$ cat config.mk
export PLATFORM = sky130hd
export DESIGN_NAME = humidity_sensor_pulse_decoder_core
export DESIGN_NICKNAME = d
export VERILOG_FILES = /design/src/hdl/hspd_pkg.sv /design/src/hdl/hspd_frame.sv /design/src/hdl/hspd_decode.sv /design/src/hdl/humidity_sensor_pulse_decoder_core.sv
export SDC_FILE = /design/constraint.sdc
export NUM_CORES = 1
export LEC_CHECK = 0
export ABC_AREA = 1
export BUFFER_PORTS_ARGS = -buffer_cell sky130_fd_sc_hd__buf_2
export CORE_MARGIN = 5
export CORE_UTILIZATION = 45
export DETAILED_ROUTE_END_ITERATION = 10
export PLACE_DENSITY = 0.75
export SLEW_MARGIN = 5
export SYNTH_ARGS = -nofsm -noshare
export SYNTH_HDL_FRONTEND = slang
export SYNTH_SLANG_ARGS = --single-unit
$ cat constraint.sdc
create_clock -name clk_i -period 4.6 [get_ports clk_i]
set_clock_uncertainty 0.2 [all_clocks]
set_input_delay 0 -clock clk_i [delete_from_list [all_inputs] [get_ports clk_i]]
set_output_delay 0 -clock clk_i [all_outputs]
set_load 0.02 [all_outputs]
$ cat src/hdl/hspd_pkg.sv
// Shared types and constants for the humidity sensor pulse decoder.
package hspd_pkg;

  localparam int unsigned DurW        = 15;
  localparam int unsigned FrameSyms   = 41;
  localparam int unsigned DataBits    = 40;
  localparam int unsigned CountW      = 6;
  localparam int unsigned HumW        = 7;
  localparam int unsigned TempW       = 10;
  localparam int unsigned TempWideW   = 12;

  localparam logic [DurW-1:0]      ThresholdReset = 15'd35;
  localparam logic [CountW-1:0]    CountMax       = 6'd63;
  localparam logic [CountW-1:0]    CountFrame     = 6'd41;
  localparam logic [7:0]           HumLimit       = 8'd100;
  localparam logic [TempWideW-1:0] TempLimit      = 12'd600;
  localparam logic [TempWideW-1:0] Tens           = 12'd10;

  typedef enum logic [1:0] {
    StOk       = 2'd0,
    StShort    = 2'd1,
    StChecksum = 2'd2
  } status_e;

  // Snapshot of one finished frame, handed from the accumulator to the decoder.
  typedef struct packed {
    logic [FrameSyms-1:0] bits;
    logic [CountW-1:0]    count;
  } frame_t;

endpackage

$ cat src/hdl/hspd_frame.sv
// Symbol slicer and frame accumulator with its frame snapshot register.
module hspd_frame (
  input  logic                          clk_i,
  input  logic                          rst_ni,
  input  logic [hspd_pkg::DurW-1:0]     threshold_i,
  input  logic                          in_valid_i,
  output logic                          in_ready_o,
  input  logic                          level_first_i,
  input  logic [hspd_pkg::DurW-1:0]     duration_first_i,
  input  logic [hspd_pkg::DurW-1:0]     duration_second_i,
  input  logic                          last_i,
  output logic                          frame_valid_o,
  input  logic                          frame_ready_i,
  output hspd_pkg::frame_t              frame_o
);
  import hspd_pkg::*;

  logic [FrameSyms-1:0] store_q, store_d;
  logic [CountW-1:0]    count_q, count_d;
  logic                 frame_valid_q;
  frame_t               frame_q;
  logic [DurW-1:0]      high_dur;
  logic                 sym_bit;
  logic                 accept;

  assign in_ready_o = !frame_valid_q || frame_ready_i;
  assign accept     = in_valid_i && in_ready_o;

  assign high_dur = level_first_i ? duration_first_i : duration_second_i;
  assign sym_bit  = (high_dur >= threshold_i);

  always_comb begin
    for (int k = 0; k < FrameSyms; k++) begin
      store_d[k] = store_q[k] | (sym_bit && (count_q == CountW'(k)));
    end
    count_d = (count_q != CountMax) ? count_q + 1'b1 : count_q;
  end

  always_ff @(posedge clk_i or negedge rst_ni) begin
    if (!rst_ni) begin
      store_q       <= '0;
      count_q       <= '0;
      frame_valid_q <= 1'b0;
    end else begin
      if (accept) begin
        if (last_i) begin
          store_q <= '0;
          count_q <= '0;
        end else begin
          store_q <= store_d;
          count_q <= count_d;
        end
      end
      if (accept && last_i) begin
        frame_valid_q <= 1'b1;
      end else if (frame_ready_i) begin
        frame_valid_q <= 1'b0;
      end
    end
  end

  always_ff @(posedge clk_i) begin
    if (accept && last_i) begin
      frame_q.bits  <= store_d;
      frame_q.count <= count_d;
    end
  end

  assign frame_valid_o = frame_valid_q;
  assign frame_o       = frame_q;

endmodule

$ cat src/hdl/hspd_decode.sv
// Frame decoder: bit alignment, checksum, range checks and result register.
module hspd_decode (
  input  logic                          clk_i,
  input  logic                          rst_ni,
  input  logic                          frame_valid_i,
  output logic                          frame_ready_o,
  input  hspd_pkg::frame_t              frame_i,
  output logic                          out_valid_o,
  input  logic                          out_ready_i,
  output hspd_pkg::status_e             status_o,
  output logic [hspd_pkg::HumW-1:0]     humidity_o,
  output logic                          humidity_valid_o,
  output logic [hspd_pkg::TempW-1:0]    temperature_tenths_o,
  output logic                          temperature_valid_o
);
  import hspd_pkg::*;

  logic                 out_valid_q;
  status_e              status_q, status_d;
  logic [HumW-1:0]      hum_q, hum_d;
  logic                 hum_ok_q, hum_ok_d;
  logic [TempW-1:0]     temp_q, temp_d;
  logic                 temp_ok_q, temp_ok_d;
  logic                 load;
  logic [DataBits-1:0]  word;
  logic [7:0]           hum_hi, hum_lo, tmp_hi, tmp_lo, chk, sum;
  logic [TempWideW-1:0] temp_wide;
  logic                 skip_first;

  assign frame_ready_o = !out_valid_q || out_ready_i;
  assign load          = frame_valid_i && frame_ready_o;

  // With more than a full frame the leading symbol is the start response.
  assign skip_first = (frame_i.count != CountFrame);

  always_comb begin
    for (int k = 0; k < DataBits; k++) begin
      word[DataBits-1-k] = skip_first ? frame_i.bits[k+1] : frame_i.bits[k];
    end
  end

  assign hum_hi    = word[39:32];
  assign hum_lo    = word[31:24];
  assign tmp_hi    = word[23:16];
  assign tmp_lo    = word[15:8];
  assign chk       = word[7:0];
  assign sum       = hum_hi + hum_lo + tmp_hi + tmp_lo;
  assign temp_wide = ({4'b0, tmp_hi} * Tens) + {4'b0, tmp_lo};

  always_comb begin
    status_d  = StOk;
    hum_d     = '0;
    hum_ok_d  = 1'b0;
    temp_d    = '0;
    temp_ok_d = 1'b0;
    if (frame_i.count < CountFrame) begin
      status_d = StShort;
    end else if (sum != chk) begin
      status_d = StChecksum;
    end else begin
      if (hum_hi <= HumLimit) begin
        hum_d    = hum_hi[HumW-1:0];
        hum_ok_d = 1'b1;
      end
      if (temp_wide <= TempLimit) begin
        temp_d    = temp_wide[TempW-1:0];
        temp_ok_d = 1'b1;
      end
    end
  end

  always_ff @(posedge clk_i or negedge rst_ni) begin
    if (!rst_ni) begin
      out_valid_q <= 1'b0;
    end else if (load) begin
      out_valid_q <= 1'b1;
    end else if (out_ready_i) begin
      out_valid_q <= 1'b0;
    end
  end

  always_ff @(posedge clk_i) begin
    if (load) begin
      status_q  <= status_d;
      hum_q     <= hum_d;
      hum_ok_q  <= hum_ok_d;
      temp_q    <= temp_d;
      temp_ok_q <= temp_ok_d;
    end
  end

  assign out_valid_o          = out_valid_q;
  assign status_o             = status_q;
  assign humidity_o           = hum_q;
  assign humidity_valid_o     = hum_ok_q;
  assign temperature_tenths_o = temp_q;
  assign temperature_valid_o  = temp_ok_q;

endmodule

$ cat src/hdl/humidity_sensor_pulse_decoder_core.sv
// Top level of the humidity sensor pulse decoder.
// Each input item is one captured pulse symbol. Its high-phase duration is
// compared against the bit threshold register to give one data bit, which is
// placed into a 41-bit frame store while a saturating symbol count advances.
// An item marked last closes the frame and produces exactly one result item
// (status, humidity, temperature in tenths and their valid flags); other items
// produce none. A new item is taken every cycle while the result path flows:
// the slicer and accumulator update in the accepting cycle, the finished frame
// sits in a snapshot register, and the decoder (alignment, checksum add, one
// multiply by ten and the range compares) fills the result register. The
// snapshot loads on the edge that takes the last symbol, and the result register
// loads from the snapshot once the decoder can take the frame. The frame
// snapshot and the result register each act as a holding stage, so symbols of
// the next frame keep flowing while a result waits; input stalls only when
// both hold an undelivered frame. Write the threshold only while the block
// is idle.
module humidity_sensor_pulse_decoder_core (
  input  logic                          clk_i,
  input  logic                          rst_ni,
  // threshold register write
  input  logic                          cfg_valid_i,
  output logic                          cfg_ready_o,
  input  logic [hspd_pkg::DurW-1:0]     cfg_bit_threshold_i,
  // symbol input
  input  logic                          in_valid_i,
  output logic                          in_ready_o,
  input  logic                          level_first_i,
  input  logic [hspd_pkg::DurW-1:0]     duration_first_i,
  input  logic [hspd_pkg::DurW-1:0]     duration_second_i,
  input  logic                          last_i,
  // result output
  output logic                          out_valid_o,
  input  logic                          out_ready_i,
  output logic [1:0]                    status_o,
  output logic [hspd_pkg::HumW-1:0]     humidity_o,
  output logic                          humidity_valid_o,
  output logic [hspd_pkg::TempW-1:0]    temperature_tenths_o,
  output logic                          temperature_valid_o
);
  import hspd_pkg::*;

  logic [DurW-1:0] threshold_q;
  logic            frame_valid;
  logic            frame_ready;
  frame_t          frame;
  status_e         status;

  // Accept threshold writes in any cycle; hold the value until the next write.
  assign cfg_ready_o = 1'b1;

  always_ff @(posedge clk_i or negedge rst_ni) begin
    if (!rst_ni) begin
      threshold_q <= ThresholdReset;
    end else if (cfg_valid_i) begin
      threshold_q <= cfg_bit_threshold_i;
    end
  end

  // Slice each symbol to a bit and gather the frame.
  hspd_frame u_frame (
    .clk_i             (clk_i),
    .rst_ni            (rst_ni),
    .threshold_i       (threshold_q),
    .in_valid_i        (in_valid_i),
    .in_ready_o        (in_ready_o),
    .level_first_i     (level_first_i),
    .duration_first_i  (duration_first_i),
    .duration_second_i (duration_second_i),
    .last_i            (last_i),
    .frame_valid_o     (frame_valid),
    .frame_ready_i     (frame_ready),
    .frame_o           (frame)
  );

  // Decode the closed frame into one result item.
  hspd_decode u_decode (
    .clk_i                (clk_i),
    .rst_ni               (rst_ni),
    .frame_valid_i        (frame_valid),
    .frame_ready_o        (frame_ready),
    .frame_i              (frame),
    .out_valid_o          (out_valid_o),
    .out_ready_i          (out_ready_i),
    .status_o             (status),
    .humidity_o           (humidity_o),
    .humidity_valid_o     (humidity_valid_o),
    .temperature_tenths_o (temperature_tenths_o),
    .temperature_valid_o  (temperature_valid_o)
  );

  assign status_o = status;

endmodule

==> impl_results.md, run 1 <==
* Most frequent cells in the layout: nand2_1 (235), inv_1 (162), o21ai_0 (87)
* Io pins at 76
* Total GRT Usage at a little under a fifth
* CTS tree: yes
* Worst-Skew Late Latency at 0.43 ns
* Root Buffer: clkbuf_16
* Setup crit start kind: register
* Crit path depth at 23
* Pleak at roughly 4.9 nW
* Synth Instances at between 900 and 1000
* Detailed-placement wirelength estimate at ~13000 um
* CP cell instances: nor2_4 > nand3_4 > buf_12 > o21ai_4 > inv_2 > fa_1 > inv_1 > fa_1 > ha_2 > inv_2 > fa_2 > o21ai_2 > nand2_1 > inv_1 > nor2_1 > nand2_1 > nand2_1 > nor2_1 > nand2_1 > nor2_4 > buf_4 > nand4_4 > nor3_2
* Drt wl/cell at about 14 um
* Largest area contributor in the netlist: edfxtp_1
* DRC viols at 0
* Largest cells by area after synthesis: edfxtp_1 (25%), dfrtp_1 (18%), nand2_1 (11%)
* Placed instance count at ~1300
* Vias in the first global route at approximately 6800
* Worst path top cell family by delay: adder cells
* CP max-delay cell: fa_1
* Num rows at 49
* Fmax at ~220 MHz
* Vias per std cell at 5.13
* H-Tree Depth at 4
* Dpl cell area at 8920 um^2
* Max_cap viols at 0
* Seq/Total Area, Yosys at a little over two fifths
* RSZ-0062 raised after global routing: yes
* Worst R2R Start: u_frame.frame_o[1]$_DFFE_PP_
* Crit Reg-Reg Endpoint: u_decode.temperature_tenths_o[5]$_SDFFCE_PP0P_
* Fin crit share at 97.3%
* Worst Tran Pin Value at 1.15 ns
* Register-to-Register Path Depth at 23
* Net count, final at approximately 1200
* Syn nets at ~1100
* Fin area at between 10000 and 15000 um^2
* First-pass GRT wire length at roughly 32000 um
* Number of distinct library cells after synthesis at 44
* Peak VDD IR at 0.287 mV
* Yosys warning count at 0
* Max-slew violations at 0
* Vias at between 7000 and 8000
* Initial DRC count at 477
* Crit-path max FO at 7
* Critical Path RT at roughly 4.7 ns
* Critical Path AT at approximately 4.6 ns
* Final hold viol count at 0
* Initial Utilization at between 40% and 50%
* Longest Clk Path Bufs at 2
* CP endpoint: u_decode.temperature_tenths_o[5]$_SDFFCE_PP0P_
* ANT cells at 0
* Finished Layout Cells at ~1400
* Post-Route Hold Slack at ~0.097 ns
* Cell mode on critical path: nand2_1
* R2r setup slk at around 0.12 ns
* Syn_area_per_cell at 8.34 um^2
* Commonest non-fill, non-tap cell in the layout: nand2_1
* CP peak stage delay at ~0.5 ns
* Overall power at approximately 0.0035 W
* Clock Sink Count at about 130
* Fraction of layout cells with a size suffix above 1 at 17.7%
* Largest net degree at the start of global routing at 65
* Tightest Hold Check Type: primary input to register
* Width of the die at ~150 um
* Initial antenna violation count at 0
* Final Worst Setup Slack at around 0.12 ns
* Slew HR at between 20% and 30%
* Crit path from: u_frame.frame_o[1]$_DFFE_PP_
* Area grow syn2layout at 22.3%
* Synthesized flop and latch total at 132
* Die ar. at 21300 um^2
* PD cells at 343 nW/um^2
* Core area at 18100 um^2
* Endpoints failing setup at 0
* IO Port Bufs at 74
* DP Worst Slack at -0.0562 ns
* CP bufs+invs at 6
* Die Y-Extent at about 150 um
* Routed Antenna Nets at 0
* Critical path type: register to register
* Remaining global-route overflow at 0
* Routed wire length at 19200 um
* Routability cong. at 0.907
* Post-route minimum period at about 4.5 ns
* Synthesized area at between 8000 and 9000 um^2
* Clock-pin slew on the worst setup and hold paths at ~0.06 ns
* Pre-Repair DR Iteration Count at 6
* CP Capture Type: register
* Outcome: completed
* Post-synth top area share at 24.6%
* TritonCTS Buffers at 17
[metal layers]
layer / global-route usage [%] / routed length [um]
met4: 5.60 / 341
met2: 31.2 / 9320
met1: 23.2 / 8410
met5: 0 / 0
met3: 4.02 / 1180
[flip-flops by register name, summed over array words and instances (netlist names), 2 cells and up]
register	cells
u_decode.status_o	2
u_decode.temperature_tenths_o	10
u_frame.store_q	41
u_decode.humidity_o	7
threshold_q	15
u_frame.frame_o	47
u_frame.count_q	6
[metrics by stage]
stage               util (%)  TNS [ns]
finish                  56.2         0
floorplan                  -         0
global placement        49.3         0
global route            56.2    -0.782
detailed placement      49.3    -0.108
CTS                     55.3         0
[worst register-to-register path, delay by kind of cell, from the launching register on]
family                   cells  cell delay, ns
adder cells (fa/ha/maj)      4            1.55
AND/OR/NAND/NOR             11            1.23
buffers and inverters        6            0.54
flip-flops                   1            0.42
AO/OA/AOI/OAI                2            0.35
[how the worst min path moves through the flow]
stage	slack (ns)	start	to	cells after the start
floorplan	-0.50	rst_ni	threshold_q[10]$_DFFE_PN0P_	0
CTS	0.08	in_valid_i	u_frame.store_q[35]$_DFFE_PN0P_	5
global route	0.16	in_valid_i	u_frame.store_q[35]$_DFFE_PN0P_	5
global placement	0.006	cfg_bit_threshold_i[7]	threshold_q[7]$_DFFE_PN0P_	3
detailed placement	0.01	cfg_bit_threshold_i[13]	threshold_q[13]$_DFFE_PN0P_	3
finish	0.1	in_valid_i	u_frame.store_q[3]$_DFFE_PN0P_	5
[cells in the mapped netlist, drive strengths merged]
cell type / instances
mux2: 15
o211ai: 4
conb: 1
ha: 45
edfxtp: 68
o21bai: 1
o41ai: 1
a211oi: 1
nand4: 17
clkbuf: 22
o21ai: 104
a21oi: 67
inv: 170
nor3: 19
fa: 15
xor2: 6
and2: 1
dfrtp: 61
a21boi: 1
o21a: 1
nand2: 239
mux2i: 1
nor2: 66
nand3b: 2
dfstp: 3
or2: 6
xnor2: 6
nand3: 42
buf: 11
a31oi: 1
[final cells by class]
| class | count | area, um^2 |
|---|---|---|
| Clock buffer | 24 | 536 |
| Tap cell | 229 | 287 |
| Sequential cell | 132 | 3650 |
| Multi-Input combinational cell | 664 | 3960 |
| Timing Repair Buffer | 143 | 1030 |
| Clock inverter | 8 | 56.3 |
| Fill cell | 1537 | 7920 |
| Inverter | 170 | 649 |
[report_power, final]
group / leakage, nW / internal (W) / total [W] / switching, W
logic: 3.08 / 0.000308 / 0.000786 / 0.000478
clock network: 0.294 / 0.000819 / 0.00137 / 0.000546
registers: 1.51 / 0.00130 / 0.00133 / 0.0000279
total: 4.88 / 0.00243 / 0.00348 / 0.00105
[logic make-up after synthesis]
kind of cell    Yosys count  synth area share (%)
simple gates            392                  21.0
buf+inv                 203                  9.74
compound gates          181                  11.6
flops                   132                  43.9
fa+ha+maj                60                  10.4
mux                      16                  2.15
xor+xnor                 12                  1.26
other cells               1                0.0451
[what timing repair did]
item / CTS / global route
buffers inserted: 0 / 10
setup endpoints to repair: 11 / 18
hold endpoints to repair: 84 / 0
pin swaps: 0 / 16
cloned: 0 / 2
gates resized for setup: 1 / 16
hold buffers: 47 / 0
No activity file was read; power rests on OpenSTA's default activity.
==> inputs of run 2 (changes only) <==
--- a/config.mk
+++ b/config.mk
@@ -9,6 +9,7 @@
 export BUFFER_PORTS_ARGS = -buffer_cell sky130_fd_sc_hd__buf_2
 export CORE_MARGIN = 5
 export CORE_UTILIZATION = 45
+export CTS_BUF_LIST = sky130_fd_sc_hd__clkbuf_4
 export DETAILED_ROUTE_END_ITERATION = 10
 export PLACE_DENSITY = 0.75
 export SLEW_MARGIN = 5
==> impl_results.md, run 2 (synthesized netlist as in run 1, its figures left out) <==
* Largest net degree at the start of global routing at 65
* Core area at about 18000 um^2
* Routability cong. at a little over 0.9
* Crit-path max FO at 7
* Worst Tran Pin Value at around 1.1 ns
* Pre-Repair DR Iteration Count at 5
* Max_cap viols at 0
* Max-slew violations at 0
* Vias at roughly 7100
* Finished Layout Cells at ~1400
* Peak VDD IR at 0.160 mV
* CP cell instances: nor2_4 > nand3_4 > buf_12 > o21ai_4 > inv_2 > fa_1 > inv_1 > fa_1 > ha_2 > inv_2 > fa_2 > o21ai_2 > nand2_1 > inv_1 > nor2_1 > nand2_1 > nand2_1 > nor2_1 > nand2_1 > nor2_4 > buf_4 > nand4_4 > nor3_2
* Clk pwr share at approximately 29%
* IO Port Bufs at between 70 and 80
* Remaining global-route overflow at 0
* Longest Clk Path Bufs at 2
* Die Y-Extent at between 100 and 150 um
* Commonest non-fill, non-tap cell in the layout: nand2_1
* Initial Utilization at roughly 46%
* P_int at between 0.002 and 0.0025 W
* Critical Path RT at ~4.8 ns
* Fraction of layout cells with a size suffix above 1 at roughly 18%
* CTS tree: yes
* Setup crit start kind: register
* Switch Pwr at about 0.001 W
* Crit Reg-Reg Endpoint: u_decode.temperature_tenths_o[3]$_SDFFCE_PP0P_
* Drt wl/cell at between 10 and 15 um
* Fin crit share at between 90% and 100%
* Placed instance count at between 1000 and 1500
* Post-route minimum period at ~4.5 ns
* Worst R2R Start: u_frame.frame_o[1]$_DFFE_PP_
* Critical Path AT at roughly 4.7 ns
* R2r setup slk at 0.10 ns
* Register-to-Register Path Depth at 23
* Tightest Hold Check Type: primary input to register
* Total GRT Usage at a little under a fifth
* Vias per std cell at about 5.1
* Root Buffer: clkbuf_4
* Initial antenna violation count at 0
* Outcome: completed
* TritonCTS Buffers at 17
* Net count, final at roughly 1300
* CP Capture Type: register
* PD cells at between 200 and 300 nW/um^2
* Seq pwr share at about 45%
* Clock-pin slew on the worst setup and hold paths at roughly 0.14 ns
* Fin area at just over 10000 um^2
* Critical path type: register to register
* Die ar. at between 20000 and 25000 um^2
* First-pass GRT wire length at approximately 33000 um
* Worst-Skew Late Latency at roughly 0.56 ns
* DRC viols at 0
* Hold Path Depth at 5
* Number of flip-flops under the largest register name at between 40 and 50
* Switching Share at approximately a third
* Detailed-placement wirelength estimate at roughly 13000 um
* Most frequent cells in the layout: nand2_1 (235), inv_1 (162), o21ai_0 (87)
* Clock Sink Count at ~130
* Pleak at roughly 4.8 nW
* Hold EP: u_frame.count_q[3]$_DFFE_PN0P_
* Endpoints failing setup at 0
* Routed wire length at ~20000 um
* CP peak stage delay at around 0.5 ns
* Fmax at around 220 MHz
* Final hold viol count at 0
* Num rows at ~50
* Routed Antenna Nets at 0
* Hold path startpoint: last_i
* Width of the die at 146 um
* H-Tree Depth at 4
* CP max-delay cell: fa_1
* Dpl cell area at 8920 um^2
* Cell mode on critical path: nand2_1
* Vias in the first global route at a little under 7000
* Area grow syn2layout at 20.9%
* Initial DRC count at 451
* RSZ-0062 raised after global routing: yes
* Slew HR at a little over a quarter
* Io pins at 76
* Logic pwr share at 26.7%
* ANT cells at 0
run 2: cell types whose count changed in the layout (fill, tap and decap cells not counted), moves of 2 or more:
cell           previous run  this run
clkinv_1                  0         2
nor2_1                   53        51
bufinv_16                 0         3
clkbuf_4                  0        19
nor2_2                    8        10
clkbuf_8                  2         0
dlygate4sd3_1            47        65
clkbuf_16                20         0
clkbuf_1                  2         0
run 2: critical path, delay by kind of cell (launching register included):
family | cells | cell delay, ns
AOI/OAI and AO/OA | 2 | 0.35
adders and majority gates | 4 | 1.55
buffers and inverters | 6 | 0.55
DFF | 1 | 0.44
and+or+nand+nor | 11 | 1.27
run 2: final cells by class:
cell class,count,area [um^2]
timing repair buffer,162,1230
clock inverter,13,154
sequential,132,3650
inverter,170,649
tap,229,287
fill,1552,8030
multi-input combinational,664,3950
clock buffer,19,143
run 2: power by group through the flow:
| stage | sequential, W | combinational (W) | clock, W |
|---|---|---|---|
| final | 0.00133 | 0.000798 | 0.000859 |
| after global routing | 0.00134 | 0.000894 | 0.000932 |
| after CTS | 0.00133 | 0.000738 | 0.000876 |
| after detailed placement | 0.00135 | 0.000682 | 0 |
| after global placement | 0.00135 | 0.000669 | 0 |
| after floorplan | 0.00136 | 0.000504 | 0 |
run 2: routing by layer:
layer	track usage, %	vias up	share of wire [%]
met2	32.1	216	49
met1	23.4	3279	44
met4	4.27	0	1.3
met3	4.98	25	5.3
met5	0	-	0
li1	-	3544	-
run 2: worst max-delay path by stage:
stage                                                      to  cells past startpoint                    startpoint
5_1_grt        u_decode.temperature_tenths_o[0]$_SDFFCE_PP0P_                     23  u_frame.frame_o[0]$_DFFE_PP_
4_1_cts        u_decode.temperature_tenths_o[7]$_SDFFCE_PP0P_                     18  u_frame.frame_o[1]$_DFFE_PP_
2_1_floorplan  u_decode.temperature_tenths_o[0]$_SDFFCE_PP0P_                     26  u_frame.frame_o[2]$_DFFE_PP_
6_report       u_decode.temperature_tenths_o[3]$_SDFFCE_PP0P_                     23  u_frame.frame_o[1]$_DFFE_PP_
3_3_place_gp   u_decode.temperature_tenths_o[7]$_SDFFCE_PP0P_                     19  u_frame.frame_o[1]$_DFFE_PP_
3_5_place_dp   u_decode.temperature_tenths_o[7]$_SDFFCE_PP0P_                     19  u_frame.frame_o[1]$_DFFE_PP_
run 2: per-stage QoR:
step           hold slack (ns)  worst slack [ns]  TNS, ns  total power (W)  util (%)
3_3_place_gp           0.00634            0.0247        0          0.00202      49.3
3_5_place_dp            0.0115           -0.0562   -0.108          0.00204      49.3
4_1_cts                  0.188            0.0339        0          0.00294      54.6
6_report                 0.233             0.102        0          0.00299      55.6
5_1_grt                  0.193            -0.130    -1.33          0.00316      55.6
2_1_floorplan           -0.496            0.0251        0          0.00187         -
run 2: repair_timing:
| item | in CTS | in global routing |
|---|---|---|
| cloned | 0 | 2 |
| buffers inserted | 0 | 11 |
| hold buffers | 65 | 0 |
| endpoints found under the hold margin | 123 | 0 |
| setup endpoints to repair | 11 | 20 |
| gates resized for setup | 1 | 18 |
| pin swaps | 0 | 19 |
==> inputs of run 3 (changes only) <==
--- a/config.mk
+++ b/config.mk
@@ -12,6 +12,7 @@
 export CTS_BUF_LIST = sky130_fd_sc_hd__clkbuf_4
 export DETAILED_ROUTE_END_ITERATION = 10
 export PLACE_DENSITY = 0.75
+export REMOVE_ABC_BUFFERS = 1
 export SLEW_MARGIN = 5
 export SYNTH_ARGS = -nofsm -noshare
 export SYNTH_HDL_FRONTEND = slang
==> impl_results.md, run 3 (synthesized netlist as in run 1, its figures left out) <==
* Routed Antenna Nets at 0
* Setup crit start kind: register
* Worst-Skew Late Latency at approximately 0.55 ns
* P_int at between 0.0015 and 0.002 W
* TritonCTS Buffers at 17
* Fraction of layout cells with a size suffix above 1 at approximately 17%
* Longest Clk Path Bufs at 2
* Fin crit share at between 90% and 100%
* Root Buffer: clkbuf_4
* Critical Path RT at 4.80 ns
* Pleak at between 4 and 5 nW
* Clock-pin slew on the worst setup and hold paths at around 0.12 ns
* Vias at between 7000 and 8000
* Width of the die at between 100 and 150 um
* Post-layout util at roughly 55%
* DRC viols at 0
* Max_cap viols at 0
* Post-route minimum period at 4.40 ns
* Critical path type: register to register
* CP cell instances: nor2_4 > nand3_4 > buf_4 > nand2_1 > o21ai_2 > inv_1 > nand3_1 > nand2_1 > inv_1 > ha_1 > fa_1 > ha_1 > a21oi_1 > o21ai_2 > nand2_1 > inv_1 > o21bai_1 > nand2_1 > nor2_1 > nand2_1 > nor2_4 > nand4_2 > buf_4 > nor3_1
* Clk pwr share at approximately 29%
* Area grow syn2layout at 19.6%
* CP max-delay cell: fa_1
* Final hold viol count at 0
* Tightest Hold Check Type: primary input to register
* Initial antenna violation count at 0
* CP peak stage delay at about 0.47 ns
* Hold EP: u_frame.count_q[3]$_DFFE_PN0P_
* Drt wl/cell at approximately 14 um
* First-pass GRT wire length at about 32000 um
* Io pins at 76
* Seq pwr share at about 45%
* Remaining global-route overflow at 0
* Logic pwr share at a little over a quarter
* H-Tree Depth at 4
* Dpl cell area at approximately 9000 um^2
* CTS tree: yes
* Worst Tran Pin Value at around 1.2 ns
* Critical Path AT at 4.60 ns
* Fin area at 9940 um^2
* R2r setup slk at between 0.2 and 0.25 ns
* Die ar. at about 21000 um^2
* Slew HR at between 20% and 30%
* Num rows at between 40 and 50
* Routability cong. at roughly 0.86
* Commonest non-fill, non-tap cell in the layout: nand2_1
* Initial Utilization at a little under half
* Outcome: completed
* Net count, final at about 1300
* Cell mode on critical path: nand2_1
* Endpoints failing setup at 0
* Clock Sink Count at approximately 130
* Pre-Repair DR Iteration Count at 6
* Routed wire length at just under 20000 um
* Switching Share at 32.5%
* Total GRT Usage at a little under a fifth
* Switch Pwr at roughly 0.00096 W
* Vias in the first global route at slightly below 7000
* Number of flip-flops under the largest register name at 47
* Peak VDD IR at ~0.14 mV
* Crit Reg-Reg Endpoint: u_decode.temperature_tenths_o[7]$_SDFFCE_PP0P_
* Die Y-Extent at approximately 150 um
* Crit-path max FO at 20
* Fmax at roughly 230 MHz
* Max-slew violations at 0
* Vias per std cell at about 5.1
* Detailed-placement wirelength estimate at 13400 um
* Most frequent cells in the layout: nand2_1 (235), inv_1 (167), o21ai_0 (83)
* PD cells at approximately 300 nW/um^2
* IO Port Bufs at 74
* Worst R2R Start: u_frame.frame_o[2]$_DFFE_PP_
* CP Capture Type: register
* Initial DRC count at 528
* Core area at around 18000 um^2
* Largest net degree at the start of global routing at 65
* Register-to-Register Path Depth at 24
* Crit path from: u_frame.frame_o[2]$_DFFE_PP_
* Hold Path Depth at 5
* Hold path startpoint: last_i
-- run 3: changes by cell type in the layout (fill, tap and decap cells not counted), sizes merged --
cell	before	now
inv	174	173
clkinvlp	2	3
diode	0	1
nand4	18	17
buf	97	89
-- run 3: cell type report --
type	instances	area, um^2
fillers	1546	8140
clock inverters	13	158
flip-flops and latches	132	3650
well taps	229	287
repair buffers	154	1140
clock buffers	19	143
diodes	1	2.50
multi-input cells	663	3930
inverters	170	643
-- run 3: per-stage QoR --
step / worst slack [ns] / instances / setup TNS (ns) / power [W] / hold slack [ns]
after floorplan: -0.406 / 964 / -12.44 / 0.00184 / -0.496
after global routing: -0.0858 / 1380 / -0.144 / 0.00313 / 0.218
after CTS: 0.0929 / 1377 / 0 / 0.00294 / 0.184
after global placement: 0.183 / 1280 / 0 / 0.00202 / 0.00526
after detailed placement: -0.00818 / 1280 / -0.00818 / 0.00204 / 0.00905
final: 0.201 / 1381 / 0 / 0.00295 / 0.235
-- run 3: critical path: cells and delay by family, from the launching register on --
| kind | cells | cell delay [ns] |
|---|---|---|
| and+or+nand+nor | 12 | 1.27 |
| AOI/OAI and AO/OA | 4 | 0.57 |
| DFF | 1 | 0.44 |
| adders and majority gates | 3 | 1.15 |
| buffers and inverters | 5 | 0.62 |
-- run 3: power groups by stage --
| stage | Sequential, W | Combinational (W) | Clock (W) |
|---|---|---|---|
| 2_1_floorplan | 0.00136 | 0.000479 | 0 |
| 3_3_place_gp | 0.00135 | 0.000673 | 0 |
| 3_5_place_dp | 0.00135 | 0.000687 | 0 |
| 4_1_cts | 0.00133 | 0.000739 | 0.000869 |
| 5_1_grt | 0.00134 | 0.000876 | 0.000916 |
| 6_report | 0.00133 | 0.000772 | 0.000849 |
-- run 3: worst max path at each step --
stage                                                     end  depth (start not counted)
2_1_floorplan  u_decode.temperature_tenths_o[7]$_SDFFCE_PP0P_                         21
3_3_place_gp   u_decode.temperature_tenths_o[7]$_SDFFCE_PP0P_                         22
3_5_place_dp   u_decode.temperature_tenths_o[7]$_SDFFCE_PP0P_                         22
4_1_cts        u_decode.temperature_tenths_o[7]$_SDFFCE_PP0P_                         22
5_1_grt        u_decode.temperature_tenths_o[7]$_SDFFCE_PP0P_                         25
6_report       u_decode.temperature_tenths_o[7]$_SDFFCE_PP0P_                         24
-- run 3: metal layers --
layer / global-route usage [%] / routed length (um)
met5: 0 / 0
met3: 4.17 / 968
met4: 5.37 / 432
met1: 23.4 / 8560
met2: 31.4 / 9390
-- run 3: what timing repair did --
| item | CTS | global route |
|---|---|---|
| endpoints found under the hold margin | 120 | 0 |
| pin swaps | 0 | 3 |
| endpoints found under the setup margin | 1 | 20 |
| setup buffers | 0 | 2 |
| gates cloned | 0 | 1 |
| resized for setup | 1 | 19 |
| hold buffers | 65 | 0 |
